--- src/hw/rtl/lfsa_pkg.sv ---
// ============================================================================
// lfsa_pkg
// Shared types and codes for the linked free-list slot allocator.
// ============================================================================
package lfsa_pkg;

  // Request kinds
  localparam logic KIND_ALLOC   = 1'b0;
  localparam logic KIND_RELEASE = 1'b1;

  // Result status codes
  localparam logic [1:0] STATUS_OK         = 2'd0;
  localparam logic [1:0] STATUS_POOL_EMPTY = 2'd1;
  localparam logic [1:0] STATUS_NOT_ACTIVE = 2'd2;

  // Request word
  typedef struct packed {
    logic       kind;
    logic [4:0] slot;
  } in_word_t;

  // Result word
  typedef struct packed {
    logic [1:0] status;
    logic [4:0] granted_slot;
    logic [7:0] slot_number;
    logic [4:0] active_head;
    logic       active_empty;
  } out_word_t;

  // Sequencer states
  typedef enum logic [2:0] {
    S_IDLE,
    S_ALLOC_UPD,
    S_REL_HEAD,
    S_REL_WALK,
    S_REL_FREE,
    S_EMIT
  } state_e;

endpackage

--- src/hw/rtl/linked_free_list_slot_allocator.sv ---
// ============================================================================
// linked_free_list_slot_allocator
// Slot pool kept on a free list and an active list, both linked in RAM.
// ============================================================================
// Usage:
//   Request channel (in_valid_i / in_stall_o / in_word_i): kind 0 allocates
//   the free-list head and pushes it onto the active list with a number one
//   above the previous active head's (0 if none); kind 1 releases the named
//   slot. Result channel (out_valid_o / out_stall_i / out_word_o) returns one
//   word per request, always carrying the current active-list head.
//   Sequence: an allocate passes S_ALLOC_UPD then S_EMIT; a rejected request
//   goes straight to S_EMIT. A release passes S_REL_HEAD, then S_REL_WALK
//   walks k active-list links to find the predecessor (k = 0 when the slot
//   is the head, at most POOL_SLOTS + 1), one link RAM read per cycle, then
//   S_REL_FREE and S_EMIT. That walk sets the release rate; a new request is
//   taken once the sequencer is idle.
//   Reset: all slots on the free list in index order, active list empty.
//   No clearing pass: per-entry written bits select the reset contents.
//   Receiver stall: a finished word sits in the result register while the
//   next request is accepted and processed; the sequencer only waits at its
//   final step if the result register is still full and stalled.
// ============================================================================
module linked_free_list_slot_allocator #(
  parameter int POOL_SLOTS  = 32,
  parameter int NUMBER_BITS = 8
) (
  input  logic                 clk_i,
  input  logic                 rst_ni,
  input  logic                 in_valid_i,
  output logic                 in_stall_o,
  input  lfsa_pkg::in_word_t   in_word_i,
  output logic                 out_valid_o,
  input  logic                 out_stall_i,
  output lfsa_pkg::out_word_t  out_word_o
);

  import lfsa_pkg::*;

  localparam int IDX_W  = $clog2(POOL_SLOTS);
  localparam int LINK_W = $clog2(POOL_SLOTS + 1);
  localparam int STEP_W = $clog2(POOL_SLOTS + 1);
  localparam logic [LINK_W-1:0] NIL       = LINK_W'(POOL_SLOTS);
  localparam logic [STEP_W-1:0] STEP_LAST = STEP_W'(POOL_SLOTS);

  // Width helpers onto the fixed result fields
  function automatic logic [4:0] to_slot5(input logic [LINK_W-1:0] v);
    logic [LINK_W+4:0] e;
    e = {5'b0, v};
    return e[4:0];
  endfunction

  function automatic logic [7:0] to_num8(input logic [NUMBER_BITS-1:0] v);
    logic [NUMBER_BITS+7:0] e;
    e = {8'b0, v};
    return e[7:0];
  endfunction

  // Control state
  state_e                  state_q, state_d;
  logic [LINK_W-1:0]       free_head_q, free_head_d;
  logic [LINK_W-1:0]       active_first_q, active_first_d;
  logic [POOL_SLOTS-1:0]   active_q, active_d;
  logic [POOL_SLOTS-1:0]   link_wr_q, num_wr_q;
  logic                    out_valid_q, out_valid_d;

  // Working registers
  logic [LINK_W-1:0]       slot_q, slot_d;
  logic [LINK_W-1:0]       ls_q, ls_d;
  logic [LINK_W-1:0]       p_q, p_d;
  logic [STEP_W-1:0]       steps_q, steps_d;
  out_word_t               res_q, res_d;
  out_word_t               out_q, out_d;

  // RAM ports
  logic                    link_we, num_we;
  logic [IDX_W-1:0]        link_waddr, link_raddr, num_waddr, num_raddr;
  logic [LINK_W-1:0]       link_wdata, link_ram;
  logic [NUMBER_BITS-1:0]  num_wdata, num_ram;
  logic [IDX_W-1:0]        link_rd_addr_q, num_rd_addr_q;
  logic                    link_rd_init_q, num_rd_init_q;
  logic [LINK_W-1:0]       link_rd;
  logic [NUMBER_BITS-1:0]  num_rd, num_new;

  // Request decode
  logic                    in_fire, out_free, s_in_pool, s_active;
  logic [LINK_W+4:0]       s_ext;
  logic [LINK_W-1:0]       s_lw;

  assign in_stall_o = (state_q != S_IDLE);
  assign in_fire    = in_valid_i && !in_stall_o;
  assign out_free   = !out_valid_q || !out_stall_i;
  assign s_ext      = {LINK_W'(0), in_word_i.slot};
  assign s_lw       = s_ext[LINK_W-1:0];
  assign s_in_pool  = (s_ext < (LINK_W + 5)'(POOL_SLOTS));
  assign s_active   = s_in_pool && active_q[s_lw[IDX_W-1:0]];

  // Link and number storage
  lfsa_ram #(.WIDTH(LINK_W), .DEPTH(POOL_SLOTS)) u_link_ram (
    .clk_i   (clk_i),
    .we_i    (link_we),
    .waddr_i (link_waddr),
    .wdata_i (link_wdata),
    .raddr_i (link_raddr),
    .rdata_o (link_ram)
  );

  lfsa_ram #(.WIDTH(NUMBER_BITS), .DEPTH(POOL_SLOTS)) u_num_ram (
    .clk_i   (clk_i),
    .we_i    (num_we),
    .waddr_i (num_waddr),
    .wdata_i (num_wdata),
    .raddr_i (num_raddr),
    .rdata_o (num_ram)
  );

  // Unwritten entries read as their reset contents
  assign link_rd = link_rd_init_q ? (LINK_W'(link_rd_addr_q) + LINK_W'(1)) : link_ram;
  assign num_rd  = num_rd_init_q ? NUMBER_BITS'(num_rd_addr_q) : num_ram;
  assign num_new = (active_first_q == NIL) ? '0 : (num_rd + NUMBER_BITS'(1));

  // Next state
  always_comb begin
    state_d = state_q;
    unique case (state_q)
      S_IDLE: begin
        if (in_fire) begin
          if (in_word_i.kind == KIND_ALLOC) begin
            state_d = (free_head_q == NIL) ? S_EMIT : S_ALLOC_UPD;
          end else begin
            state_d = s_active ? S_REL_HEAD : S_EMIT;
          end
        end
      end
      S_ALLOC_UPD: state_d = S_EMIT;
      S_REL_HEAD:  state_d = (active_first_q == slot_q) ? S_REL_FREE : S_REL_WALK;
      S_REL_WALK: begin
        if (link_rd == slot_q || link_rd == NIL || steps_q == STEP_LAST) begin
          state_d = S_REL_FREE;
        end
      end
      S_REL_FREE:  state_d = S_EMIT;
      S_EMIT: begin
        if (out_free) begin
          state_d = S_IDLE;
        end
      end
      default:     state_d = S_IDLE;
    endcase
  end

  // Datapath and RAM control
  always_comb begin
    free_head_d    = free_head_q;
    active_first_d = active_first_q;
    active_d       = active_q;
    slot_d         = slot_q;
    ls_d           = ls_q;
    p_d            = p_q;
    steps_d        = steps_q;
    res_d          = res_q;
    out_d          = out_q;
    out_valid_d    = out_valid_q && out_stall_i;
    link_we        = 1'b0;
    link_waddr     = free_head_q[IDX_W-1:0];
    link_wdata     = active_first_q;
    link_raddr     = '0;
    num_we         = 1'b0;
    num_waddr      = free_head_q[IDX_W-1:0];
    num_wdata      = num_new;
    num_raddr      = (active_first_q == NIL) ? '0 : active_first_q[IDX_W-1:0];

    unique case (state_q)
      // Take a request; reject or start the RAM reads
      S_IDLE: begin
        if (in_fire) begin
          slot_d = s_lw;
          if (in_word_i.kind == KIND_ALLOC) begin
            res_d        = '0;
            res_d.status = STATUS_POOL_EMPTY;
            link_raddr   = free_head_q[IDX_W-1:0];
          end else begin
            res_d              = '0;
            res_d.status       = STATUS_NOT_ACTIVE;
            res_d.granted_slot = in_word_i.slot;
            link_raddr         = s_lw[IDX_W-1:0];
          end
        end
      end
      // Pop free head, push onto active list
      S_ALLOC_UPD: begin
        free_head_d                        = link_rd;
        link_we                            = 1'b1;
        num_we                             = 1'b1;
        active_first_d                     = free_head_q;
        active_d[free_head_q[IDX_W-1:0]]   = 1'b1;
        res_d                              = '0;
        res_d.status                       = STATUS_OK;
        res_d.granted_slot                 = to_slot5(free_head_q);
        res_d.slot_number                  = to_num8(num_new);
      end
      // Successor of the released slot is in; start the walk if needed
      S_REL_HEAD: begin
        ls_d = link_rd;
        if (active_first_q == slot_q) begin
          active_first_d = link_rd;
        end else begin
          p_d        = active_first_q;
          steps_d    = '0;
          link_raddr = active_first_q[IDX_W-1:0];
        end
      end
      // One link per cycle until the predecessor, the list end or the step bound is reached
      S_REL_WALK: begin
        if (link_rd == slot_q) begin
          link_we    = 1'b1;
          link_waddr = p_q[IDX_W-1:0];
          link_wdata = ls_q;
        end else if (!(link_rd == NIL || steps_q == STEP_LAST)) begin
          p_d        = link_rd;
          steps_d    = steps_q + STEP_W'(1);
          link_raddr = link_rd[IDX_W-1:0];
        end
      end
      // Push released slot onto free list
      S_REL_FREE: begin
        link_we                       = 1'b1;
        link_waddr                    = slot_q[IDX_W-1:0];
        link_wdata                    = free_head_q;
        free_head_d                   = slot_q;
        active_d[slot_q[IDX_W-1:0]]   = 1'b0;
        res_d                         = '0;
        res_d.status                  = STATUS_OK;
        res_d.granted_slot            = to_slot5(slot_q);
      end
      // Load the result register with the current active head
      S_EMIT: begin
        if (out_free) begin
          out_d              = res_q;
          out_d.active_empty = (active_first_q == NIL);
          out_d.active_head  = (active_first_q == NIL) ? 5'd0 : to_slot5(active_first_q);
          out_valid_d        = 1'b1;
        end
      end
      default: ;
    endcase
  end

  // Control registers
  always_ff @(posedge clk_i or negedge rst_ni) begin
    if (!rst_ni) begin
      state_q        <= S_IDLE;
      free_head_q    <= '0;
      active_first_q <= NIL;
      active_q       <= '0;
      link_wr_q      <= '0;
      num_wr_q       <= '0;
      out_valid_q    <= 1'b0;
    end else begin
      state_q        <= state_d;
      free_head_q    <= free_head_d;
      active_first_q <= active_first_d;
      active_q       <= active_d;
      out_valid_q    <= out_valid_d;
      if (link_we) begin
        link_wr_q[link_waddr] <= 1'b1;
      end
      if (num_we) begin
        num_wr_q[num_waddr] <= 1'b1;
      end
    end
  end

  // Payload registers
  always_ff @(posedge clk_i) begin
    slot_q         <= slot_d;
    ls_q           <= ls_d;
    p_q            <= p_d;
    steps_q        <= steps_d;
    res_q          <= res_d;
    out_q          <= out_d;
    link_rd_addr_q <= link_raddr;
    link_rd_init_q <= !link_wr_q[link_raddr];
    num_rd_addr_q  <= num_raddr;
    num_rd_init_q  <= !num_wr_q[num_raddr];
  end

  assign out_valid_o = out_valid_q;
  assign out_word_o  = out_q;

  // Checks
  a_heads_disjoint: assert property (@(posedge clk_i) disable iff (!rst_ni)
    !(free_head_q == active_first_q && free_head_q != NIL))
    else $error("free and active list share a head");

  a_head_active: assert property (@(posedge clk_i) disable iff (!rst_ni)
    (active_first_q != NIL) |-> active_q[active_first_q[IDX_W-1:0]])
    else $error("active head not flagged active");

  a_emit_loads: assert property (@(posedge clk_i) disable iff (!rst_ni)
    (state_q == S_EMIT && out_free) |=> (out_valid_q && state_q == S_IDLE))
    else $error("result not loaded on emit");

endmodule

--- src/hw/rtl/lfsa_ram.sv ---
// ============================================================================
// lfsa_ram
// Generic single-write, single-read RAM with registered read (read-first).
// ============================================================================
module lfsa_ram #(
  parameter int WIDTH = 8,
  parameter int DEPTH = 32
) (
  input  logic                     clk_i,
  input  logic                     we_i,
  input  logic [$clog2(DEPTH)-1:0] waddr_i,
  input  logic [WIDTH-1:0]         wdata_i,
  input  logic [$clog2(DEPTH)-1:0] raddr_i,
  output logic [WIDTH-1:0]         rdata_o
);

  logic [WIDTH-1:0] mem [DEPTH];
  logic [WIDTH-1:0] rdata_q;

  // Write port and registered read port
  always_ff @(posedge clk_i) begin
    if (we_i) begin
      mem[waddr_i] <= wdata_i;
    end
    rdata_q <= mem[raddr_i];
  end

  assign rdata_o = rdata_q;

endmodule

--- config.mk ---
export PLATFORM = sky130hd
export DESIGN_NAME = linked_free_list_slot_allocator
export DESIGN_NICKNAME = d
export VERILOG_FILES = /design/src/hw/rtl/lfsa_pkg.sv /design/src/hw/rtl/linked_free_list_slot_allocator.sv /design/src/hw/rtl/lfsa_ram.sv
export SDC_FILE = /design/constraint.sdc
export NUM_CORES = 1
export LEC_CHECK = 0
export BUFFER_PORTS_ARGS = -buffer_cell sky130_fd_sc_hd__buf_2
export CAP_MARGIN = 20
export CORE_ASPECT_RATIO = 1.5
export CORE_MARGIN = 2
export CORE_UTILIZATION = 30
export CTS_BUF_LIST = sky130_fd_sc_hd__clkbuf_4 sky130_fd_sc_hd__clkbuf_8
export DETAILED_ROUTE_END_ITERATION = 7
export SLEW_MARGIN = 5
export SYNTH_ARGS = -nofsm -noshare
export SYNTH_HDL_FRONTEND = slang
export SYNTH_SLANG_ARGS = --single-unit
--- constraint.sdc ---
create_clock -name clk_i -period 3.45 [get_ports clk_i]
set_input_delay 0.8625 -clock clk_i [delete_from_list [all_inputs] [get_ports clk_i]]
set_output_delay 0.8625 -clock clk_i [all_outputs]
set_load 0.01 [all_outputs]
==> Word level (Yosys, flattened, before mapping) <==
Memory sizes are Yosys's and may differ from the RTL's. A register that Yosys moved wholly into a read port is not among the register bits.
Index checks and enable logic that the tools add are counted.
{ "totals": {"reg_bits": 182, "ramBits": 448, "out_inout_bits": 23, "mem_count": 2} }
{ "classes": {"n_addsub": 3, "n_lt_le_gt_ge": 10, "eq_ne": 18, "n_mux": 58, "n_bitwise": 5, "n_reduce_logical": 28} }
{ "memory_table": {"columns": ["memory", "words", "width", "rd", "rd_clocked_by_memory_dff", "write_ports", "line", "source"], "rows": [
  ["u_num_ram.mem", 32, 8, 1, 1, 1, "lfsa_ram.sv:17", "logic [WIDTH-1:0] mem [DEPTH];"],
  ["u_link_ram.mem", 32, 6, 1, 1, 1, "lfsa_ram.sv:17", null]
]} }
{ "op_table": {"columns": ["operator", "n"], "rows": [
  ["bitwise OR 32 bit", 3],
  ["case mux 32 bit (2 select lines)", 1],
  ["case mux 21 bit (3 select lines)", 1],
  ["two-way mux 5 bit", 10],
  ["case mux 6 bit (2 select lines)", 4],
  ["less-than comparator 5 x 6 -> 1 bit (second input constant)", 7],
  ["two-way mux 21 bit", 2],
  ["two-way mux 6 bit", 6],
  ["AND 32 bit", 1],
  ["inverter 32 bit", 1],
  ["== test 6 bit (second input constant)", 4],
  ["two-way mux 3 bit", 7],
  ["case mux 5 bit (2 select lines)", 2],
  ["two-way mux 8 bit", 2],
  ["binary-select mux 1 bit (select 5 bit)", 3],
  ["demux 1 bit (select 5 bit)", 3],
  [">= comparator 5 x 1 -> 1 bit (second input constant)", 3],
  ["case mux 3 bit (5 select lines)", 1],
  ["case mux 5 bit (3 select lines)", 1],
  ["two-way mux 1 bit", 14],
  ["!= test 2 bit (second input constant)", 7],
  ["== test 6 x 5 -> 1 bit", 2],
  ["adder 8 x 1 -> 8 bit (second input constant)", 1],
  ["AND reduction 2 bit", 4],
  ["other kinds (15)", 32]
]} }

==> Depth between registers and ports, before layout <==
{ "depth": {"ltp_word": 10, "mapped_depth": 16, "depth_no_buf": 12} }

==> Modules after synthesis <==
Synthesis repeated with hierarchy kept, for this count alone.
{ "hier_totals": {"hier_cells": 1535, "area_unflattened_um2": 26477.9} }
{ "by_module_without_submodules": {"columns": ["module", "n_inst", "cells_per_inst", "area_each_um2", "seq_area_each_um2"], "rows": [
  ["lfsa_ram at u_num_ram", 1, 417, 10053.4, 7847.5],
  ["linked_free_list_slot_allocator", 1, 795, 8834.7, 4785.8],
  ["lfsa_ram at u_link_ram", 1, 323, 7589.8, 5885.6]
]} }

==> Least setup slack after synthesis <==
No wires, ideal clock.
{ "synth_timing": {"path_type": "register to register", "start": "register link_rd_addr_q[0]", "end": "memory u_link_ram.mem[19][0] in the netlist's numbering (enable)", "setup_time_ns": 0.350, "arrival_time_ns": 2.887, "required_time_ns": 3.100, "slack_ns": 0.214, "path_stages_with_launch": 11, "n_path_buf": 1, "period_less_slack_ns": 3.236, "cell_sequence": "dfxtp_1 -> ha_1 -> nand3_2 -> a32o_1 -> a221o_1 -> a2111o_1 -> nor2_1 -> buf_2 -> a221oi_2 -> or3_4 -> nor2_1"} }
{ "synth_via": {"elab_chain_cells": 7} }
{ "synth_rtl": {"columns": ["item", "line", "source"], "rows": [
  ["from (decl)", "linked_free_list_slot_allocator.sv:79", "logic [IDX_W-1:0] link_rd_addr_q, num_rd_addr_q;"],
  ["from (signal assigned)", "linked_free_list_slot_allocator.sv:281", "link_rd_addr_q <= link_raddr;"],
  ["adder 5 x 1 -> 6 bit *", "linked_free_list_slot_allocator.sv:117", "assign link_rd = link_rd_init_q ? (LINK_W'(link_rd_addr_q) + LINK_W'(1)) : link_ram;"],
  ["two-way mux 6 bit *", "linked_free_list_slot_allocator.sv:117", null],
  ["== test 6 x 5 -> 1 bit *", "linked_free_list_slot_allocator.sv:214", "if (link_rd == slot_q) begin"],
  ["two-way mux 1 bit", "linked_free_list_slot_allocator.sv:214", null],
  ["case mux 1 bit (2 select lines)", "linked_free_list_slot_allocator.sv:172", "unique case (state_q)"],
  ["two-way mux 1 bit", "lfsa_ram.sv:22", "if (we_i) begin"],
  ["two-way mux 1 bit (implied by the code)", "lfsa_ram.sv:23", "mem[waddr_i] <= wdata_i;"],
  ["to (decl)", "lfsa_ram.sv:17", null]
]} }
Mark *: on every way between the ends. The rest lies on a longest branch, timed or not.

==> Worst setup path in the final report <==
{ "layout_timing": {"start": "register slot_q[4]", "end": "register u_link_ram.rdata_q[1] (netlist: u_link_ram.rdata_o[1]), read port of u_link_ram.mem"} }
{ "layout_via": {"elab_chain_cells": 3} }
{ "layout_rtl": {"columns": ["item", "line", "source"], "rows": [
  ["from (decl)", "linked_free_list_slot_allocator.sv:67", "logic [LINK_W-1:0] slot_q, slot_d;"],
  ["from (signal assigned)", "linked_free_list_slot_allocator.sv:275", "slot_q <= slot_d;"],
  ["== test 6 x 5 -> 1 bit, on equally long branches", "linked_free_list_slot_allocator.sv:214, linked_free_list_slot_allocator.sv:204", null],
  ["two-way mux 5 bit, on equally long branches", "linked_free_list_slot_allocator.sv:214, linked_free_list_slot_allocator.sv:204", null],
  ["case mux 5 bit (3 select lines) *", "linked_free_list_slot_allocator.sv:172", null],
  ["to (decl)", "lfsa_ram.sv:18", "logic [WIDTH-1:0] rdata_q;"]
]} }
Marks and branches as above.
A chain may end at the register's enable or synchronous reset.

==> results.md <==
Global routing:
- The maximum number of pins on one net before global-route repair is slightly below 90.
- The number of global-route vias before repair is 17334.
- The initial antenna violation count came to 3.
- The global-route total usage across every layer is ~16%.
- After global routing the overflow that remains totals 0.
- The wire length of the first global-routing pass is 108000 µm.

Synth:
- After Yosys synthesis, and, or, nand and nor cells account for under 10% of the synthesized area.
- Summing the areas of all xor and xnor instances in the mapped netlist gives less than 1% of the synthesized area.
- In the synthesized netlist, the cells that appear most often are sky130_fd_sc_hd__edfxtp_1 (506), sky130_fd_sc_hd__nor2_1 (138), sky130_fd_sc_hd__dfrtp_1 (111).
- The area share of fa/ha/maj cells after synthesis is less than 1%.
- The register area share after synthesis is a little under 70%.
- The post-synthesis instance total is between 1500 and 2000.
- After synthesis the netlist holds a flip-flop and latch count of 644.
- The portion of netlist area occupied by mux cells is between 10% and 20%.
- Sorting the synthesized cells by area gives the leading types as sky130_fd_sc_hd__edfxtp_1 (57%), sky130_fd_sc_hd__dfrtp_1 (10%), sky130_fd_sc_hd__mux4_2 (6.9%).
- After synthesis, the largest family of logic cells by area is multiplexers.
- The flip-flop cell with the highest count after synthesis is sky130_fd_sc_hd__edfxtp_1.
- Counting every net in the synthesized netlist gives between 1500 and 2000.
- The cell taking the most area after synthesis is sky130_fd_sc_hd__edfxtp_1.
- The share of synthesized registers carrying an async set or reset is around 17%.
- The proportion of netlist area held by the largest area contributor is 57.1%.
- The most repeated cell in the gate-level netlist after synthesis is sky130_fd_sc_hd__edfxtp_1.
- A synthesized cell averages 15.1 µm².
- The synthesis warning total is 0.
- The synthesized netlist devotes around 9% of its cell area to compound gates.
- The netlist uses 76 different library cells.
- Counting flops with a built-in enable in the synthesized netlist gives about 510.
- The area of the mapped netlist is ~27000 µm².

Critical path:
- The setup check on the worst reg-to-reg path leaves a slack of 0.05 ns.
- The category of the worst setup path capture point is a register.
- The worst setup path is of the register to register kind.
- In this run the critical register-to-register path is launched from slot_q[4]$_DFFE_PP_.
- The worst register-to-register path ends at u_link_ram.rdata_o[1]$_DFF_P_.
- The number of cells on the worst reg-to-reg path is 12.
- The most critical setup path has its startpoint at slot_q[4]$_DFFE_PP_.
- The required time at the worst-slack endpoint is ~4 ns.
- The largest fanout on the critical path is 7.
- For the worst setup path, the data arrival time is between 3 and 4 ns.
- STA classifies the critical path startpoint as a register.
- The critical path endpoint is u_link_ram.rdata_o[1]$_DFF_P_.

Timing:
- The worst hold slack after final layout is roughly 0.21 ns.
- After layout, the worst path uses 98.6% of the clock period.
- The actual slew at the worst max-slew pin is approximately 0.86 ns.
- The final critical-path setup slack is between 0.04 and 0.05 ns.
- Setup violations remaining at the end of the flow were counted as 0.
- Adding up every negative setup slack in the final design gives 0 ns.
- Timing would allow up to about 0.3 GHz.
- The number of slew-limit violations in the final report was 0.
- Setup repair after global routing could not meet its margin everywhere.
- The headroom to the max-slew limit is 42.8%.
- The final hold violation count was 0.
- After layout, the minimum clock period comes to 3.40 ns.
- On the final layout, the worst clock skew is approximately 0.042 ns.

Floorplan:
- After floorplanning, the core was sized to cover about 88000 µm².
- The number of I/O pins is 33.
- The die covers 91100 µm².
- The die is 247 µm wide.
- After floorplanning, the core was divided into 133 placement rows.
- The height of the chip is about 370 µm.
- Once the floorplan was initialized, standard cells occupied 30.3% of the core.

Place:
- Port buffering added 32 buffers.
- The weighted congestion reported at the end of routability-driven placement is approximately 1.
- Prior to clock tree synthesis, the placed netlist has a worst setup slack of -0.133 ns.
- After detailed placement, the total cell area comes to 29500 µm².
- The sum of net half-perimeters after detailed placement is roughly 48000 µm.

Layout:
- The area overhead of the layout relative to synthesis is 19.9%.
- After the last flow step, the layout net total stands at around 2000.
- In the final layout, the share of cells above drive strength 1 is 30.0%.
- The number of fill cells in the layout is around 8200.
- The total non-filler cell area in the finished layout is 31900 µm².
- For this run, the share of the core covered by cells in the final layout is a little over a third.

Drt:
- The number of optimization iterations in the first detailed-route pass is 5.
- The final layout contains routed wiring with a total length of 73200 µm.
- The average vias per placed instance is 5.10.
- The residual DRC count is 0.
- The starting DRC count in detailed routing is between 1000 and 1500.
- Dividing the detail-routed wire length by the instance count gives 22.6 µm.
- Once detail routing completed, the nets flagged for antenna violations numbered 0.
- The overall via count from detail_route is 16517.

Clock network:
- The CTS tree is done.
- The number of buffers inserted for hold repair after clock tree synthesis is 0.
- The clock net in this run drives a total of 644 sinks.
- The clock passes through at most 3 buffers.
- CTS placed an instance of sky130_fd_sc_hd__clkbuf_8 at the clock tree root.
- The H-tree was split into 3 levels.
- The number of clock buffers inserted by TritonCTS is 101.
- The clock-pin transition on the worst setup and hold timing paths is roughly 0.070 ns.
- The clock insertion delay at the later pin of the skew report is 0.70 ns.

Power:
- In this run the static leakage power is 11.3 nW.
- The power density over the cells is between 800 and 900 nW/µm².
- IR analysis of the VDD net gives a maximum drop of approximately 0.00049 V.

Outcome:
- The run finished with clean final reports.

Run:
- Max-cap violations in this run came to 0.

Worst hold path:
- In this run the worst hold path is classified as primary input to async pin.
==> cells by family after synthesis <==
logic type	Yosys count
flops	644
simple gates	427
compound gates	345
mux	166
buf+inv	160
xor+xnor	21
fa+ha+maj	4
==> how the worst min path moves through the flow <==
stage | start | end | slack [ns] | cells after the start
2_1_floorplan | res_q[10]$_DFFE_PP_ | out_word_o[10]$_DFFE_PP_ | 0.40 | 0
3_3_place_gp | res_q[14]$_DFFE_PP_ | out_word_o[14]$_DFFE_PP_ | 0.41 | 0
3_5_place_dp | res_q[7]$_DFFE_PP_ | out_word_o[7]$_DFFE_PP_ | 0.41 | 0
4_1_cts | rst_ni | link_wr_q[25]$_DFFE_PN0P_ | 0.17 | 1
5_1_grt | rst_ni | link_wr_q[26]$_DFFE_PN0P_ | 0.21 | 1
6_report | rst_ni | link_wr_q[26]$_DFFE_PN0P_ | 0.21 | 1
==> cell type report <==
cell class / instances / area [µm²] / area share, %
repair buffers: 246 / 2030 / 6.37
clock buffers: 141 / 1730 / 5.44
inverters: 47 / 180 / 0.565
flip-flops and latches: 644 / 18500 / 58.1
well taps: 1147 / 1440 / 4.50
multi-input cells: 963 / 7680 / 24.1
clock inverters: 47 / 284 / 0.891
diodes: 3 / 7.51 / 0.0235
==> worst max-delay path, stage by stage (launching register included) <==
cell and delay, ns:
sky130_fd_sc_hd__edfxtp_1 0.40, sky130_fd_sc_hd__buf_4 0.17, sky130_fd_sc_hd__nor3_1 0.18, sky130_fd_sc_hd__o211ai_1 0.13, sky130_fd_sc_hd__a22o_1 0.32, sky130_fd_sc_hd__o31a_1 0.40
sky130_fd_sc_hd__nor2_4 0.18, sky130_fd_sc_hd__buf_4 0.18, sky130_fd_sc_hd__buf_4 0.17, sky130_fd_sc_hd__mux2_2 0.34, sky130_fd_sc_hd__o21ai_0 0.36, sky130_fd_sc_hd__o32ai_1 0.14
sky130_fd_sc_hd__mux2_2 0.28
==> stage by stage <==
stage          total power [mW]  instances
4_1_cts                    28.3       3222
5_1_grt                    29.7       3235
2_1_floorplan              17.4       1767
3_5_place_dp               21.8       3029
6_report                   28.4       3238
3_3_place_gp               21.5       3029
==> power breakdown <==
part / switching [mW] / leakage [nW] / internal (mW)
registers: 0.744 / 6.23 / 11.1
logic: 6.33 / 4.04 / 3.82
clock network: 2.96 / 1.06 / 3.41
total: 10.0 / 11.3 / 18.3
==> routing by layer <==
| metal | vias up | share of wire (%) | GRT usage, % |
|---|---|---|---|
| met5 | - | 0 | 0 |
| met2 | 564 | 52 | 28.7 |
| li1 | 7280 | - | - |
| met3 | 199 | 4.6 | 2.53 |
| met4 | 0 | 5.6 | 8.40 |
| met1 | 8474 | 37 | 17.9 |
==> layout by cell type (no fill, tap or decap), types with 32 or more instances in the layout <==
| master | count |
|---|---|
| sky130_fd_sc_hd__a21oi_1 | 81 |
| sky130_fd_sc_hd__buf_2 | 32 |
| sky130_fd_sc_hd__buf_4 | 189 |
| sky130_fd_sc_hd__clkbuf_4 | 33 |
| sky130_fd_sc_hd__clkbuf_8 | 108 |
| sky130_fd_sc_hd__dfrtp_1 | 109 |
| sky130_fd_sc_hd__edfxtp_1 | 506 |
| sky130_fd_sc_hd__inv_1 | 42 |
| sky130_fd_sc_hd__mux2_2 | 33 |
| sky130_fd_sc_hd__mux2i_1 | 51 |
| sky130_fd_sc_hd__mux4_2 | 82 |
| sky130_fd_sc_hd__nand2_1 | 105 |
| sky130_fd_sc_hd__nor2_1 | 129 |
| sky130_fd_sc_hd__o211ai_1 | 65 |
| sky130_fd_sc_hd__o21ai_0 | 36 |
| sky130_fd_sc_hd__or2_2 | 37 |
==> timing repair <==
action / in CTS / in global routing
buffers inserted: 5 / 11
setup endpoints to repair: 114 / 198
gates resized for setup: 11 / 52
pin swaps: 3 / 12
cloned: 0 / 2
==> sequential cells by signal (all words and copies together) (netlist names) <==
name,cells
num_rd_addr_q,5
num_wr_q,32
u_link_ram.mem,192
slot_q,5
num_rd_init_q,1
link_rd_addr_q,5
active_q,32
res_q,15
p_q,5
free_head_q,6
out_valid_o,1
u_num_ram.mem,256
ls_q,6
u_link_ram.rdata_o,6
active_first_q,6
out_word_o,21
u_num_ram.rdata_o,8
steps_q,6
state_q,3
link_rd_init_q,1
link_wr_q,32
Note: power is estimated with default switching activity, not from simulation.
